File: src/rtl/ipv4pc_pkg.sv
package ipv4pc_pkg;

  // Character codes
  localparam logic [7:0] CharNul   = 8'h00;
  localparam logic [7:0] CharZero  = 8'h30;
  localparam logic [7:0] CharNine  = 8'h39;
  localparam logic [7:0] CharDot   = 8'h2e;
  localparam logic [7:0] CharColon = 8'h3a;
  localparam logic [7:0] CharPlus  = 8'h2b;
  localparam logic [7:0] CharMinus = 8'h2d;
  localparam logic [7:0] CharSpace = 8'h20;
  localparam logic [7:0] CharTab   = 8'h09;
  localparam logic [7:0] CharCr    = 8'h0d;

  localparam int unsigned PortWidth = 17;
  localparam logic [PortWidth-1:0] PortMax = 17'd65535;
  localparam logic [PortWidth-1:0] PortSat = 17'd65536;
  localparam logic [1:0] GroupDigits = 2'd3;

  // Parser phase, one-hot
  typedef enum logic [6:0] {
    PhGroup0  = 7'b0000001,
    PhGroup1  = 7'b0000010,
    PhGroup2  = 7'b0000100,
    PhGroup3  = 7'b0001000,
    PhPortPre = 7'b0010000,
    PhPortDig = 7'b0100000,
    PhPortEnd = 7'b1000000
  } phase_e;

  // Result of one item
  typedef struct packed {
    logic verdict_ready;
    logic text_valid;
  } result_t;

  function automatic logic is_digit(input logic [7:0] c);
    return (c >= CharZero) && (c <= CharNine);
  endfunction

  function automatic logic is_space(input logic [7:0] c);
    return (c == CharSpace) || ((c >= CharTab) && (c <= CharCr));
  endfunction

endpackage

File: src/rtl/ipv4_with_port_text_checker_core.sv
// Streaming checker for text of the form a.b.c.d:port, one byte per item,
// terminated by a zero byte. Every input item produces one result item;
// verdict_ready_o is set on the result of the terminator, and text_valid_o
// then tells whether the whole text was a valid address with port (it is 0
// on all other results). Items enter an input register and are parsed
// combinationally into an output register, so one item is accepted per
// clock while out_ready_i allows it; a stalled result register holds the
// input register. The parser state update sets the rate. After each
// terminator the parser starts over on a new text.
module ipv4_with_port_text_checker_core (
  input  logic       clk_i,
  input  logic       rst_ni,
  input  logic       in_valid_i,
  output logic       in_ready_o,
  input  logic [7:0] char_code_i,
  output logic       out_valid_o,
  input  logic       out_ready_i,
  output logic       verdict_ready_o,
  output logic       text_valid_o
);

  logic                in_valid_q;
  logic [7:0]          char_q;
  logic                out_valid_q;
  ipv4pc_pkg::result_t result_q;
  ipv4pc_pkg::result_t step_result;
  logic                step;

  // Process the held item when the result register is free
  assign step       = in_valid_q && (!out_valid_q || out_ready_i);
  assign in_ready_o = !in_valid_q || step;

  ipv4pc_parser u_parser (
    .clk_i       (clk_i),
    .rst_ni      (rst_ni),
    .step_i      (step),
    .char_code_i (char_q),
    .result_o    (step_result)
  );

  // Input register
  always_ff @(posedge clk_i or negedge rst_ni) begin
    if (!rst_ni) begin
      in_valid_q <= 1'b0;
    end else if (in_ready_o) begin
      in_valid_q <= in_valid_i;
    end
  end

  always_ff @(posedge clk_i) begin
    if (in_valid_i && in_ready_o) begin
      char_q <= char_code_i;
    end
  end

  // Result register
  always_ff @(posedge clk_i or negedge rst_ni) begin
    if (!rst_ni) begin
      out_valid_q <= 1'b0;
    end else if (step) begin
      out_valid_q <= 1'b1;
    end else if (out_ready_i) begin
      out_valid_q <= 1'b0;
    end
  end

  always_ff @(posedge clk_i) begin
    if (step) begin
      result_q <= step_result;
    end
  end

  assign out_valid_o     = out_valid_q;
  assign verdict_ready_o = result_q.verdict_ready;
  assign text_valid_o    = result_q.text_valid;

endmodule

File: src/rtl/ipv4pc_parser.sv
module ipv4pc_parser (
  input  logic                 clk_i,
  input  logic                 rst_ni,
  input  logic                 step_i,
  input  logic [7:0]           char_code_i,
  output ipv4pc_pkg::result_t  result_o
);

  ipv4pc_pkg::phase_e phase_q, phase_d;
  logic [1:0]  digits_left_q, digits_left_d;
  logic        rejected_q, rejected_d;
  logic        port_negative_q, port_negative_d;
  logic [ipv4pc_pkg::PortWidth-1:0] port_value_q, port_value_d;

  logic        is_term;
  logic        is_dig;
  logic [7:0]  sep_char;
  logic [3:0]  digit_val;
  logic [19:0] port_times_ten;
  logic [19:0] port_acc;
  logic [ipv4pc_pkg::PortWidth-1:0] port_next;
  logic        in_group;

  assign is_term   = (char_code_i == ipv4pc_pkg::CharNul);
  assign is_dig    = ipv4pc_pkg::is_digit(char_code_i);
  assign digit_val = 4'(char_code_i - ipv4pc_pkg::CharZero);
  assign sep_char  = (phase_q == ipv4pc_pkg::PhGroup3) ? ipv4pc_pkg::CharColon
                                                        : ipv4pc_pkg::CharDot;
  assign in_group  = (phase_q == ipv4pc_pkg::PhGroup0) || (phase_q == ipv4pc_pkg::PhGroup1) ||
                     (phase_q == ipv4pc_pkg::PhGroup2) || (phase_q == ipv4pc_pkg::PhGroup3);

  // Accumulate port digit: value * 10 + digit, saturate above the max
  assign port_times_ten = {port_value_q, 3'b000} + {2'b00, port_value_q, 1'b0};
  assign port_acc       = port_times_ten + {16'd0, digit_val};
  assign port_next      = (port_acc > {3'b000, ipv4pc_pkg::PortMax}) ? ipv4pc_pkg::PortSat
                                                                    : port_acc[16:0];

  // Verdict on the terminator
  always_comb begin
    result_o.verdict_ready = is_term;
    result_o.text_valid    = is_term && !rejected_q && !in_group &&
                             (port_value_q <= ipv4pc_pkg::PortMax) &&
                             (!port_negative_q || (port_value_q == '0));
  end

  // Advance the parser state
  always_comb begin
    phase_d         = phase_q;
    digits_left_d   = digits_left_q;
    rejected_d      = rejected_q;
    port_negative_d = port_negative_q;
    port_value_d    = port_value_q;
    if (is_term) begin
      phase_d         = ipv4pc_pkg::PhGroup0;
      digits_left_d   = ipv4pc_pkg::GroupDigits;
      rejected_d      = 1'b0;
      port_negative_d = 1'b0;
      port_value_d    = '0;
    end else if (!rejected_q) begin
      unique case (phase_q)
        ipv4pc_pkg::PhGroup0, ipv4pc_pkg::PhGroup1,
        ipv4pc_pkg::PhGroup2, ipv4pc_pkg::PhGroup3: begin
          if (char_code_i == sep_char) begin
            phase_d       = ipv4pc_pkg::phase_e'({phase_q[5:0], 1'b0});
            digits_left_d = ipv4pc_pkg::GroupDigits;
          end else if (is_dig && (digits_left_q != 2'd0)) begin
            digits_left_d = digits_left_q - 2'd1;
          end else begin
            rejected_d = 1'b1;
          end
        end
        ipv4pc_pkg::PhPortPre: begin
          priority if (ipv4pc_pkg::is_space(char_code_i)) begin
            phase_d = ipv4pc_pkg::PhPortPre;
          end else if (char_code_i == ipv4pc_pkg::CharPlus) begin
            phase_d = ipv4pc_pkg::PhPortDig;
          end else if (char_code_i == ipv4pc_pkg::CharMinus) begin
            port_negative_d = 1'b1;
            phase_d         = ipv4pc_pkg::PhPortDig;
          end else if (is_dig) begin
            port_value_d = port_next;
            phase_d      = ipv4pc_pkg::PhPortDig;
          end else begin
            phase_d = ipv4pc_pkg::PhPortEnd;
          end
        end
        ipv4pc_pkg::PhPortDig: begin
          if (is_dig) begin
            port_value_d = port_next;
          end else begin
            phase_d = ipv4pc_pkg::PhPortEnd;
          end
        end
        default: begin
          phase_d = phase_q;
        end
      endcase
    end
  end

  // Hold state unless an item is processed
  always_ff @(posedge clk_i or negedge rst_ni) begin
    if (!rst_ni) begin
      phase_q         <= ipv4pc_pkg::PhGroup0;
      digits_left_q   <= ipv4pc_pkg::GroupDigits;
      rejected_q      <= 1'b0;
      port_negative_q <= 1'b0;
      port_value_q    <= '0;
    end else if (step_i) begin
      phase_q         <= phase_d;
      digits_left_q   <= digits_left_d;
      rejected_q      <= rejected_d;
      port_negative_q <= port_negative_d;
      port_value_q    <= port_value_d;
    end
  end

  a_restart: assert property (@(posedge clk_i) disable iff (!rst_ni)
    step_i && is_term |=> (phase_q == ipv4pc_pkg::PhGroup0) && !rejected_q &&
                          (port_value_q == '0) && !port_negative_q)
    else $error("parser did not restart after terminator");

  a_port_sat: assert property (@(posedge clk_i) disable iff (!rst_ni)
    port_value_q <= ipv4pc_pkg::PortSat)
    else $error("port value above saturation");

  a_reject_in_group: assert property (@(posedge clk_i) disable iff (!rst_ni)
    rejected_q |-> in_group)
    else $error("rejection outside address groups");

  a_sign_in_port: assert property (@(posedge clk_i) disable iff (!rst_ni)
    port_negative_q |-> (phase_q == ipv4pc_pkg::PhPortDig) ||
                        (phase_q == ipv4pc_pkg::PhPortEnd))
    else $error("sign flag set before port digits");

  a_phase_onehot: assert property (@(posedge clk_i) disable iff (!rst_ni)
    $onehot(phase_q))
    else $error("phase register not one-hot");

endmodule

File: config.mk
export PLATFORM = sky130hd
export DESIGN_NAME = ipv4_with_port_text_checker_core
export DESIGN_NICKNAME = d
export VERILOG_FILES = /design/src/rtl/ipv4pc_pkg.sv /design/src/rtl/ipv4_with_port_text_checker_core.sv /design/src/rtl/ipv4pc_parser.sv
export SDC_FILE = /design/constraint.sdc
export NUM_CORES = 1
export LEC_CHECK = 0
export BUFFER_PORTS_ARGS = -buffer_cell sky130_fd_sc_hd__buf_2
export CORE_MARGIN = 2
export CORE_UTILIZATION = 56
export CTS_CLUSTER_DIAMETER = 150
export DETAILED_ROUTE_END_ITERATION = 6
export GPL_ROUTABILITY_DRIVEN = 0
export PLACE_DENSITY = 0.86
export SLEW_MARGIN = 20
export SYNTH_ARGS = -nofsm -noshare
export SYNTH_HDL_FRONTEND = slang
export SYNTH_SLANG_ARGS = --single-unit
File: constraint.sdc
create_clock -name clk_i -period 5.04 [get_ports clk_i]
set_input_delay 0.504 -clock clk_i [delete_from_list [all_inputs] [get_ports clk_i]]
set_output_delay 0.504 -clock clk_i [all_outputs]
set_load 0.01 [all_outputs]
# [Yosys cells after proc, flatten, opt, wreduce, memory -nomap -nowiden]
# Index checks and enable logic that the tools add are counted.
[word_totals] reg_bits=40 inputBits=12 output_inout_bits=4 word_cells=110
[op_classes] addsub=4 magnitude_cmp=6 eq_ne=18 n_mux=36 reduce_logical=36
[ops] cell="$mux 17" n=7
[ops] cell="$mux 7" n=8
[ops] cell="$pmux 17 s2" n=1
[ops] cell="$eq 8x6->1 const B" n=3
[ops] cell="$pmux 7 s3" n=1
[ops] cell="$add 20x18->20" n=1
[ops] cell="$add 20x4->20" n=1
[ops] cell="$gt 20x16->1 const B" n=1
[ops] cell="$le 17x16->1 const B" n=1
[ops] cell="$logic_not 17->1" n=1
[ops] cell="$mux 1" n=13
[ops] cell="$ne 3x2->1 const B" n=4
[ops] cell="$reduce_and 6->1" n=2
[ops] cell="$mux 2" n=5
[ops] cell="$reduce_bool 2->1" n=5
[ops] cell="$logic_and 1x1->1" n=9
[ops] cell="$eq 8x6->1" n=1
[ops] cell="$ge 8x4->1 const B" n=1
[ops] cell="$ge 8x6->1 const B" n=1
[ops] cell="$le 8x4->1 const B" n=1
[ops] cell="$le 8x6->1 const B" n=1
[ops] cell="$logic_not 8->1" n=1
[ops] cell="$eq 7x1->1 const B" n=1
[ops] cell="$eq 7x2->1 const B" n=1
[ops] cell="17 further kinds" n=29

# [Depth between registers and ports, before layout]
# Gate-level depths: netlist of the first run.
[depth] ltp_word=11 ltp_mapped=13 depth_no_buf=11

# [Cells and area by module]
# From an unflattened synthesis of the first run, not the netlist that was laid out.
[unflattened] hier_cells=304 hier_area_um2=3007.9
[by_module_without_submodules] mod="ipv4pc_parser" instances=1 cells_each=286 area_each_um2=2603.7 seq_area_each_um2=704.4
[by_module_without_submodules] mod="ipv4_with_port_text_checker_core" instances=1 cells_each=18 area_each_um2=404.1 seq_area_each_um2=350.3

# [Worst setup path before layout of the first run]
# No wires, ideal clock.
[synth_path] path_type="register -> register" from="register char_q[3]" to="register u_parser.port_value_q[0] (netlist name)" setup_ns=0.079 t_arrival_ns=3.463 t_required_ns=4.961 setup_slack_ns=1.498 path_stages_with_launch=13 path_buffers=1 period_less_slack_ns=3.542 path_cell_list="edfxtp_1 -> clkbuf_1 -> inv_1 -> fa_1 -> inv_1 -> fa_1 -> a211o_1 -> a211o_1 -> and2_4 -> o41ai_4 -> o22ai_2 -> or4b_1 -> mux2i_1"
[synth_via] elab_chain_cells=11 word_cells_on_any_way=28 cone_classes="2 x add/sub; 5 x order compare; 7 x eq/ne; 8 x mux; 6 x reduce/logical"
[synth_rtl] item="start, declared" line_no="ipv4_with_port_text_checker_core.sv:23" rtl="logic [7:0] char_q;"
[synth_rtl] item="start signal, assigned" line_no="ipv4_with_port_text_checker_core.sv:52" rtl="char_q <= char_code_i;"
[synth_rtl] item="$sub 4x1->4" line_no="ipv4pc_parser.sv:26" rtl="assign digit_val = 4'(char_code_i - ipv4pc_pkg::CharZero);"
[synth_rtl] item="$add 20x4->20" line_no="ipv4pc_parser.sv:34" rtl="assign port_acc = port_times_ten + {16'd0, digit_val};"
[synth_rtl] item="$gt 20x16->1" line_no="ipv4pc_parser.sv:35" rtl="assign port_next = (port_acc > {3'b000, ipv4pc_pkg::PortMax}) ? ipv4pc_pkg::PortSat"
[synth_rtl] item="$mux 17" line_no="ipv4pc_parser.sv:35"
[synth_rtl] item="$mux 17" line_no="ipv4pc_parser.sv:80, ipv4pc_parser.sv:88"
[synth_rtl] item="$mux 17" line_no="ipv4pc_parser.sv:77" rtl="end else if (char_code_i == ipv4pc_pkg::CharMinus) begin"
[synth_rtl] item="$mux 17" line_no="ipv4pc_parser.sv:75" rtl="end else if (char_code_i == ipv4pc_pkg::CharPlus) begin"
[synth_rtl] item="$mux 17" line_no="ipv4pc_parser.sv:73" rtl="priority if (ipv4pc_pkg::is_space(char_code_i)) begin"
[synth_rtl] item="$pmux 17 s2" line_no="ipv4pc_parser.sv:60" rtl="unique case (phase_q)"
[synth_rtl] item="$mux 17" line_no="ipv4pc_parser.sv:59" rtl="end else if (!rejected_q) begin"
[synth_rtl] item="$mux 17" line_no="ipv4pc_parser.sv:53" rtl="if (is_term) begin"
[synth_rtl] item="end signal, assigned" line_no="ipv4pc_parser.sv:114" rtl="port_value_q <= port_value_d;"
[synth_rtl] item="end, declared" line_no="ipv4pc_parser.sv:13" rtl="logic [ipv4pc_pkg::PortWidth-1:0] port_value_q, port_value_d;"
# Parallel ways exist; a longest one is shown, timed or not. The select of a mux whose other input is x is not followed.
# A chain may end at the register's enable or synchronous reset.

# [Worst setup path in the final report of the first run]
[layout_path] from="register char_q[3]" to="register u_parser.port_value_q[13] (netlist name)"
# The elaborated chain is that of the path after synthesis.

==> results_dict.tcl, run 1 <==
set metrics [dict create \
    status "completed" \
    gr-usage-all-layers_pct 22.5 \
    cp-start-kind "flop" \
    min_path_type "input port to asynchronous set/reset pin" \
    path_clk_slew_ps 80 \
    synth_most_common_cell "ha_1" \
    num_io_pins 16 \
    grt-ovfl-total 0 \
    die_height_um 77.9 \
    synth_compound_area_share_pct 23.9 \
    synth_cell_types 64 \
    synth_top_family_by_area "compound AO/OA/AOI/OAI gates" \
    portBuffers 15 \
    power.density_mw_per_mm2 183 \
    cts_tree "built" \
    irDropWorstVdd_mv 0.144 \
    clockBufferDepth 2 \
    ys_ff_latch 40 \
    max_cap_viol_count 0 \
    final.setup.tns_ps 0 \
    synth_area_leaders "dfrtp_1, ha_1, edfxtp_1, a22o_1, nand2_1" \
    r2r-start "char_q[3]" \
    syn_area_mm2 0.00306 \
    viasPerCell 6.23 \
    synth_edf_count 10 \
    total_power_w 0.000596 \
    synth_fa_ha_area_share_pct 15.2 \
    drive_above_1_share_pct 12.6 \
    drc 0 \
    postCtsSetupBuffers 0 \
    first_pass_iters 6 \
    ant_nets 0 \
    arrival_ps 4090 \
    cts-root-buf "clkbuf_8" \
    wl_per_cell_um 16.3 \
    synthXorXnorAreaFrac_pct 4.01 \
    register_area_mm2 0.00105 \
    hpwl_um 4930 \
    routed_wirelength_um 6440 \
    required_ps 5260 \
    die_width_um 77.9 \
    holdWs_ps 248 \
    fin_worst_skew_ps 5.84 \
    p_leak_nw 1.63 \
    drv_slew 0 \
    share_seq_of_total_power_pct 58.7 \
    synth_top_area_cell "dfrtp_1" \
    tightest_slew_ps 750 \
    rsz0062_at_grt "false" \
    antenna_cells 0 \
    synthMuxAreaShare_pct 1.68 \
    critPathLaunch "char_q[3]" \
    path_class "flop to flop" \
    clkLatencyLatePin_ps 290 \
    synth_cells 311 \
    power_frac_comb_pct 7.5 \
    async_flop_share_pct 75.0 \
    coreArea_mm2 0.00520 \
    syn_area_per_cell_um2 9.84 \
    synth_ff_type "dfrtp_1" \
    nNetsFinal 372 \
    cts_resized 0 \
    first_global_vias 2436 \
    nFillCells 441 \
    antenna_found_initial 0 \
    rows 26 \
    power.internal_w 0.000455 \
    hold_buffers 0 \
    layout.cells.non_filler 395 \
    endpoint_kind "flop" \
    post_dp_cell_area_mm2 0.00318 \
    fmax_ghz 0.258 \
    setup_violations 0 \
    grt_max_degree 31 \
    grt_pass1_wl_um 11100 \
    fin_crit_ps 3870 \
    syn_nets 359 \
    drtIter0Drc 276 \
    power.share.switching_pct 23.7 \
    rrSetupSlack_ps 1170 \
    hold_viol 0 \
    multi_input_area_mm2 0.00191 \
    dieArea_mm2 0.00607 \
    timing.final.crit_share_pct 76.8 \
    vias 2461 \
    initial_core_util_pct 58.8 \
    synth_simple_gate_area_share_pct 17.5 \
    placed_cells 387 \
    slew_headroom_pct 49.7 \
    p_clk_share_pct 33.8 \
    netlist.area_leader.share_pct 22.1 \
    htreeDepth 2 \
    final_area_mm2 0.00326 \
    yosysWarnings 0 \
    cts_sinks 40 \
    cts_buffers 5 \
    ys_seq_area_share_pct 34.5 \
    p_sw_w 0.000141 \
    area_growth_pct 6.46 \
    synth_common_cells "ha_1, dfrtp_1, nand2_1, nor2_1, a22o_1" \
    critPathMaxFanout 15 \
]
## through the flow
| step | worst slack (ps) | util (%) |
|---|---|---|
| after floorplan | 1500 | - |
| after CTS | 1180 | 62.6 |
| after global placement | 1280 | 61.0 |
| final | 1170 | 62.6 |
| after global routing | 964 | 62.6 |
| after detailed placement | 1190 | 61.0 |
## state kept, by name, summed over array words and instances, names as in the netlist
signal,count
u_parser.port_value_q,17
char_q,8
u_parser.phase_q,7
u_parser.digits_left_q,2
in_valid_q,1
out_valid_o,1
text_valid_o,1
u_parser.port_negative_q,1
u_parser.rejected_q,1
verdict_ready_o,1
## worst max-delay path, stage by stage (launching register included)
cell and delay, ps:
edfxtp_1 540, inv_1 130, fa_1 550, inv_1 70, fa_1 480, a211o_1 330
a211o_1 330, and2_4 180, o41ai_4 210, o22ai_2 170, nor4_4 590, a22o_1 240
## kinds of logic (layout without fill, tap and decap cells)
logic type	after synthesis	in the layout
buffers and inverters	22	36
AOI/OAI and AO/OA	98	98
xor gates and xnor gates	14	14
DFF	40	40
muxes	5	5
adders and majority gates	36	36
and+or+nand+nor	96	96
## path summary, 6_finish.rpt
check / endpoint / cells past startpoint
max: u_parser.port_value_q[13] / 11
min: u_parser.port_negative_q / 1
max reg2reg: u_parser.port_value_q[13] / 11
min reg2reg: out_valid_o / 1
max in group asynchronous: in_valid_q / 1
min in group clk_i: char_q[1] / 1
## cells in the final DEF, fill, tap and decap left out, types with 5 or more instances in the layout
master,count
dfrtp_1,27
xnor2_1,7
ha_1,34
a21o_1,7
o21ai_0,12
nor4_1,5
nor3_1,6
a31oi_1,5
inv_1,11
nand2b_1,6
o21ai_1,10
nand4_1,6
clkbuf_8,5
a22o_1,16
and2_1,5
o31ai_1,5
a21oi_1,14
nand2_1,25
nor2_1,18
edfxtp_1,10
buf_2,15
xor2_1,7
## layer usage
layer | vias up | track usage, % | wire (um) | share of wire [%]
li1 | 1204 | - | - | -
met1 | 1157 | 31.1 | 3000 | 47
met2 | 83 | 35.1 | 2910 | 45
met3 | 17 | 4.65 | 365 | 5.7
met4 | 0 | 8.07 | 170 | 2.6
met5 | - | 0 | 0 | 0
## power by group through the flow
stage                logic, W  registers (W)  clock network (W)
finish              0.0000447       0.000350           0.000202
global route        0.0000510       0.000351           0.000217
CTS                 0.0000452       0.000350           0.000202
detailed placement  0.0000447       0.000356                  0
global placement    0.0000429       0.000355                  0
floorplan           0.0000306       0.000351                  0
## final cells by class
| cell class | count | area share [%] |
|---|---|---|
| Clock buffer | 7 | 2.34 |
| Clock inverter | 1 | 0.115 |
| Inverter | 12 | 1.38 |
| Multi-Input combinational cell | 249 | 58.5 |
| Sequential cell | 40 | 32.4 |
| Tap cell | 70 | 2.69 |
| Timing Repair Buffer | 16 | 2.54 |
Note: power is estimated with default switching activity, not from simulation.
==> run 2: changes to the inputs <==
Settings changed: ABC_AREA set to 1, PLACE_DENSITY 0.86 to 0.89.
Clock period 5.04 ns to 3.24 ns, I/O delays scaled along.
==> results_dict.tcl, run 2 <==
set metrics [dict create \
    wl_per_cell_um 13.0 \
    vias 3158 \
    cpMaxStageDelayCell "fa_1" \
    cts_buffers 5 \
    dieArea_mm2 0.00685 \
    clockBufferDepth 2 \
    finalWorstSetupSlack_ps 255 \
    cts-root-buf "clkbuf_8" \
    area_growth_pct 6.26 \
    worstReg2RegEnd "u_parser.port_value_q[7]" \
    holdWs_ps 66.7 \
    clkLatencyLatePin_ps 290 \
    largest_register "u_parser.port_value_q" \
    setup_violations 0 \
    grtUsageMet3_pct 3.79 \
    viasPerCell 5.49 \
    cts_tree "built" \
    ant_nets 0 \
    slew_headroom_pct 55.3 \
    busiest_layer "met2" \
    fin_crit_ps 2980 \
    critical_path.cell_chain "inv_1, fa_1, inv_1, fa_1, nand3_1, nand3_1, nand2_1, nand2_1, nand2_1, nand2_1, nand2_1, nand2_1, nor2_4, buf_12, nand3_1, nand2_1" \
    final.setup.tns_ps 0 \
    num_io_pins 16 \
    async_flop_share_pct 75.0 \
    nFillCells 529 \
    coreArea_mm2 0.00596 \
    grt-ovfl-total 0 \
    synth_edf_count 10 \
    synth_common_cells "nand2_1, inv_1, nand3_1, nor2_1, ha_1" \
    cts_sinks 40 \
    cts_resized 0 \
    multi_input_area_mm2 0.00211 \
    syn_area_per_cell_um2 7.21 \
    power.density_mw_per_mm2 267 \
    nNetsFinal 548 \
    r2r-start "char_q[3]" \
    critPathMaxFanout 14 \
    pre_cts_ws_ps 177 \
    die_height_um 82.8 \
    initial_core_util_pct 58.4 \
    hold_buffers 0 \
    yosysWarnings 0 \
    irDropWorstVdd_mv 0.353 \
    tightest_slew_ps 671 \
    routed_wirelength_um 7480 \
    placed_cells 567 \
    syn_nets 530 \
    synth_cell_types 38 \
    timing.final.crit_share_pct 92.1 \
    critPathLaunch "char_q[3]" \
    grt_pass1_wl_um 12600 \
    required_ps 3470 \
    netlist.area_leader.share_pct 19.4 \
    htreeDepth 2 \
    first_pass_iters 5 \
    antenna_found_initial 0 \
    total_power_w 0.000986 \
    hpwl_um 5970 \
    gr-usage-all-layers_pct 23.8 \
    fin_worst_skew_ps 7.07 \
    cp-start-kind "flop" \
    ys_ff_latch 40 \
    arrival_ps 3210 \
    slowest_delay_ps 560 \
    drv_slew 0 \
    path_class "flop to flop" \
    rows 28 \
    crit_top_cell "nand2_1" \
    mostFrequentLayoutCells "nand2_1, inv_1, nand3_1" \
    layout.cells.non_filler 575 \
    hold_viol 0 \
    synth_ff_type "dfrtp_1" \
    portBuffers 15 \
    antenna_cells 0 \
    synth_cells 482 \
    ys_seq_area_share_pct 30.3 \
    rsz0062_at_grt "false" \
    status "completed" \
    synth_top_area_cell "dfrtp_1" \
    path_clk_slew_ps 70 \
    worstSetupEndpoint "u_parser.port_value_q[7]" \
    endpoint_kind "flop" \
    largest_reg_flops 17 \
    drc 0 \
    reg_top3 "u_parser.port_value_q x17, char_q x8, u_parser.phase_q x7" \
    grt_util_met1_pct 29.4 \
    synth_most_common_cell "nand2_1" \
    first_global_vias 2992 \
    rrSetupSlack_ps 260 \
    use_met2_pct 40.5 \
    grt_max_degree 31 \
    p_leak_nw 2.05 \
    final_common_cell "nand2_1" \
    postCtsSetupBuffers 0 \
    fmax_ghz 0.335 \
    register_area_mm2 0.00105 \
    drtIter0Drc 179 \
    min_path_type "input port to asynchronous set/reset pin" \
    die_width_um 82.8 \
    synth_area_leaders "dfrtp_1, nand2_1, ha_1, edfxtp_1, nand3_1" \
    syn_area_mm2 0.00348 \
    reg2reg_depth 16 \
    max_cap_viol_count 0 \
    drive_above_1_share_pct 12.4 \
]
==> run 2: layout make-up <==
| class | count | share of cell area [%] |
|---|---|---|
| clock buffers | 5 | 1.86 |
| clock inverters | 2 | 0.203 |
| inverters | 67 | 6.94 |
| multi-input cells | 369 | 57.1 |
| flip-flops and latches | 40 | 28.6 |
| well taps | 75 | 2.54 |
| repair buffers | 17 | 2.78 |
==> run 2: worst min path at each step <==
stage / from / end / slack [ps] / cells after the start
floorplan: rst_ni / in_valid_q / 30 / 0
global placement: rst_ni / u_parser.port_value_q[16] / 390 / 1
detailed placement: rst_ni / u_parser.phase_q[1] / 400 / 1
CTS: rst_ni / u_parser.port_value_q[12] / 90 / 1
global route: rst_ni / u_parser.port_value_q[7] / 120 / 1
finish: rst_ni / u_parser.port_value_q[14] / 70 / 1
==> run 2: through the flow <==
| step | utilization [%] | cell area, um^2 |
|---|---|---|
| after floorplan | - | 3480 |
| final | 62.0 | 3690 |
| after global placement | 60.4 | 3600 |
| after CTS | 61.7 | 3670 |
| after detailed placement | 60.4 | 3600 |
| after global routing | 62.0 | 3690 |
==> run 2: worst max-delay path: cells and delay by family (launching register included) <==
family                   cells  cell delay (ps)
adder cells (fa/ha/maj)      2             1060
buffers and inverters        3              360
flip-flops                   1              430
AND/OR/NAND/NOR             11             1060
==> run 2: metal layers <==
layer  vias up  wire length, um
met1      1433             3250
met5         -                0
met2       100             3590
met3        26              382
li1       1599                -
met4         0              255
==> run 2: report_power, final <==
group,switching [W],internal (W)
sequential,0.0000244,0.000547
combinational,0.0000742,0.0000404
clock,0.000158,0.000142
total,0.000256,0.000729
==> run 2: cells by family (layout without fill, tap and decap cells) <==
| group | after synthesis | in the layout | synth area share (%) |
|---|---|---|---|
| and+or+nand+nor | 287 | 287 | 38.1 |
| AOI/OAI and AO/OA | 36 | 36 | 6.70 |
| adders and majority gates | 36 | 36 | 13.4 |
| buffers and inverters | 73 | 91 | 8.96 |
| xor gates and xnor gates | 10 | 10 | 2.52 |
| DFF | 40 | 40 | 30.3 |
==> run 3: changes to the inputs <==
Settings changed: REMOVE_ABC_BUFFERS set to 1.
==> results_dict.tcl, run 3 (synthesis gave the netlist of run 2 again) <==
set metrics [dict create \
    status "completed" \
    p_leak_nw 2.06 \
    crit_top_cell "nand2_1" \
    cp-start-kind "flop" \
    routed_wirelength_um 7770 \
    cp_num_cells 16 \
    cts-root-buf "clkbuf_8" \
    fin_worst_skew_ps 4.78 \
    nFillCells 506 \
    antenna_found_initial 0 \
    reg_top3 "u_parser.port_value_q x17, char_q x8, u_parser.phase_q x7" \
    first_global_vias 3039 \
    vias 3174 \
    required_ps 3480 \
    critical_path.cell_chain "inv_1, fa_1, inv_1, fa_1, nand3_1, nand3_1, nand2_1, nand2_1, nand2_1, nand2_1, nand2_1, nand2_1, nor2_4, buf_12, nand3_1, nand2_1" \
    hold_buffers 0 \
    path_buf_inv 3 \
    max_cap_viol_count 0 \
    setup_violations 0 \
    timing.final.crit_share_pct 90.7 \
    ant_nets 0 \
    fmax_ghz 0.340 \
    drc 0 \
    tightest_slew_ps 677 \
    first_pass_iters 5 \
    critPathMaxFanout 16 \
    hpwl_um 6030 \
    largest_register "u_parser.port_value_q" \
    drtIter0Drc 175 \
    arrival_ps 3180 \
    drv_slew 0 \
    final.setup.tns_ps 0 \
    dieArea_mm2 0.00685 \
    min_path_type "input port to asynchronous set/reset pin" \
    register_area_mm2 0.00105 \
    fin_crit_ps 2940 \
    clockBufferDepth 2 \
    coreArea_mm2 0.00596 \
    power.density_mw_per_mm2 292 \
    hold_viol 0 \
    grt_pass1_wl_um 13100 \
    final_common_cell "nand2_1" \
    mostFrequentLayoutCells "nand2_1, inv_1, nand3_1" \
    clkLatencyLatePin_ps 290 \
    multi_input_area_mm2 0.00211 \
    slowest_delay_ps 550 \
    antenna_cells 0 \
    htreeDepth 2 \
    reg2reg_depth 16 \
    rsz0062_at_grt "false" \
    grt_max_degree 31 \
    slew_headroom_pct 54.9 \
    endpoint_kind "flop" \
    cts_tree "built" \
    cts_buffers 5 \
    die_height_um 82.8 \
    grt-ovfl-total 0 \
    path_class "flop to flop" \
    cts_sinks 40 \
    irDropWorstVdd_mv 0.372 \
    rows 28 \
    path_delay_family "adder cells" \
    path_clk_slew_ps 70 \
    gr-usage-all-layers_pct 24.7 \
    area_growth_pct 7.16 \
    cpMaxStageDelayCell "fa_1" \
    die_width_um 82.8 \
    drive_above_1_share_pct 12.8 \
    initial_core_util_pct 58.4 \
    total_power_w 0.00109 \
    rrSetupSlack_ps 300 \
    nNetsFinal 548 \
    portBuffers 15 \
    num_io_pins 16 \
    largest_reg_flops 17 \
    viasPerCell 5.51 \
    wl_per_cell_um 13.5 \
]
[run 3: final timing paths]
kind	end	start
min reg2reg	u_parser.port_negative_q	u_parser.port_negative_q
min	u_parser.phase_q[1]	rst_ni
min in group clk_i	char_q[0]	char_code_i[0]
max reg2reg	u_parser.port_value_q[15]	char_q[3]
max	u_parser.port_value_q[15]	char_q[3]
max in group asynchronous	u_parser.phase_q[2]	rst_ni
[run 3: power by group]
group / internal (W) / total (W) / switching (W)
clock: 0.000228 / 0.000399 / 0.000170
sequential: 0.000547 / 0.000572 / 0.0000249
combinational: 0.0000404 / 0.000118 / 0.0000772
total: 0.000816 / 0.00109 / 0.000272
[run 3: layout make-up]
| class | count | area share (%) |
|---|---|---|
| Timing Repair Buffer | 17 | 2.75 |
| Clock inverter | 2 | 0.941 |
| Sequential cell | 40 | 28.3 |
| Multi-Input combinational cell | 369 | 56.6 |
| Inverter | 67 | 6.89 |
| Clock buffer | 6 | 1.95 |
| Tap cell | 75 | 2.52 |
[run 3: worst reg2reg max path, stage by stage (launching register included)]
cell and delay (ps):
edfxtp_1 440, inv_1 140, fa_1 550, inv_1 70
fa_1 510, nand3_1 130, nand3_1 140, nand2_1 90
nand2_1 80, nand2_1 100, nand2_1 70, nand2_1 60
nand2_1 80, nor2_4 110, buf_12 150, nand3_1 90
nand2_1 70
[run 3: through the flow]
step / setup slack [ps] / cells / hold slack [ps] / area [um^2] / util, %
floorplan: 597 / 476 / 28.4 / 3420 / -
global placement: 392 / 567 / 391 / 3600 / 60.4
detailed placement: 205 / 567 / 397 / 3600 / 60.4
CTS: 175 / 575 / 78.4 / 3700 / 62.2
global route: 66.1 / 576 / 122 / 3720 / 62.5
finish: 300 / 576 / 61.6 / 3720 / 62.5
[run 3: repair_timing]
action / CTS / global route
gates resized for setup: 0 / 0
setup buffers: 0 / 1
endpoints found under the setup margin: 0 / 16
hold endpoints to repair: 0 / 0
[run 3: routing by layer]
metal / up-vias / GRT usage [%] / wire [um]
met5: - / 0 / 0
met4: 0 / 8.20 / 112
met3: 14 / 3.46 / 320
met2: 94 / 44.0 / 3940
met1: 1463 / 30.7 / 3400
li1: 1603 / - / -
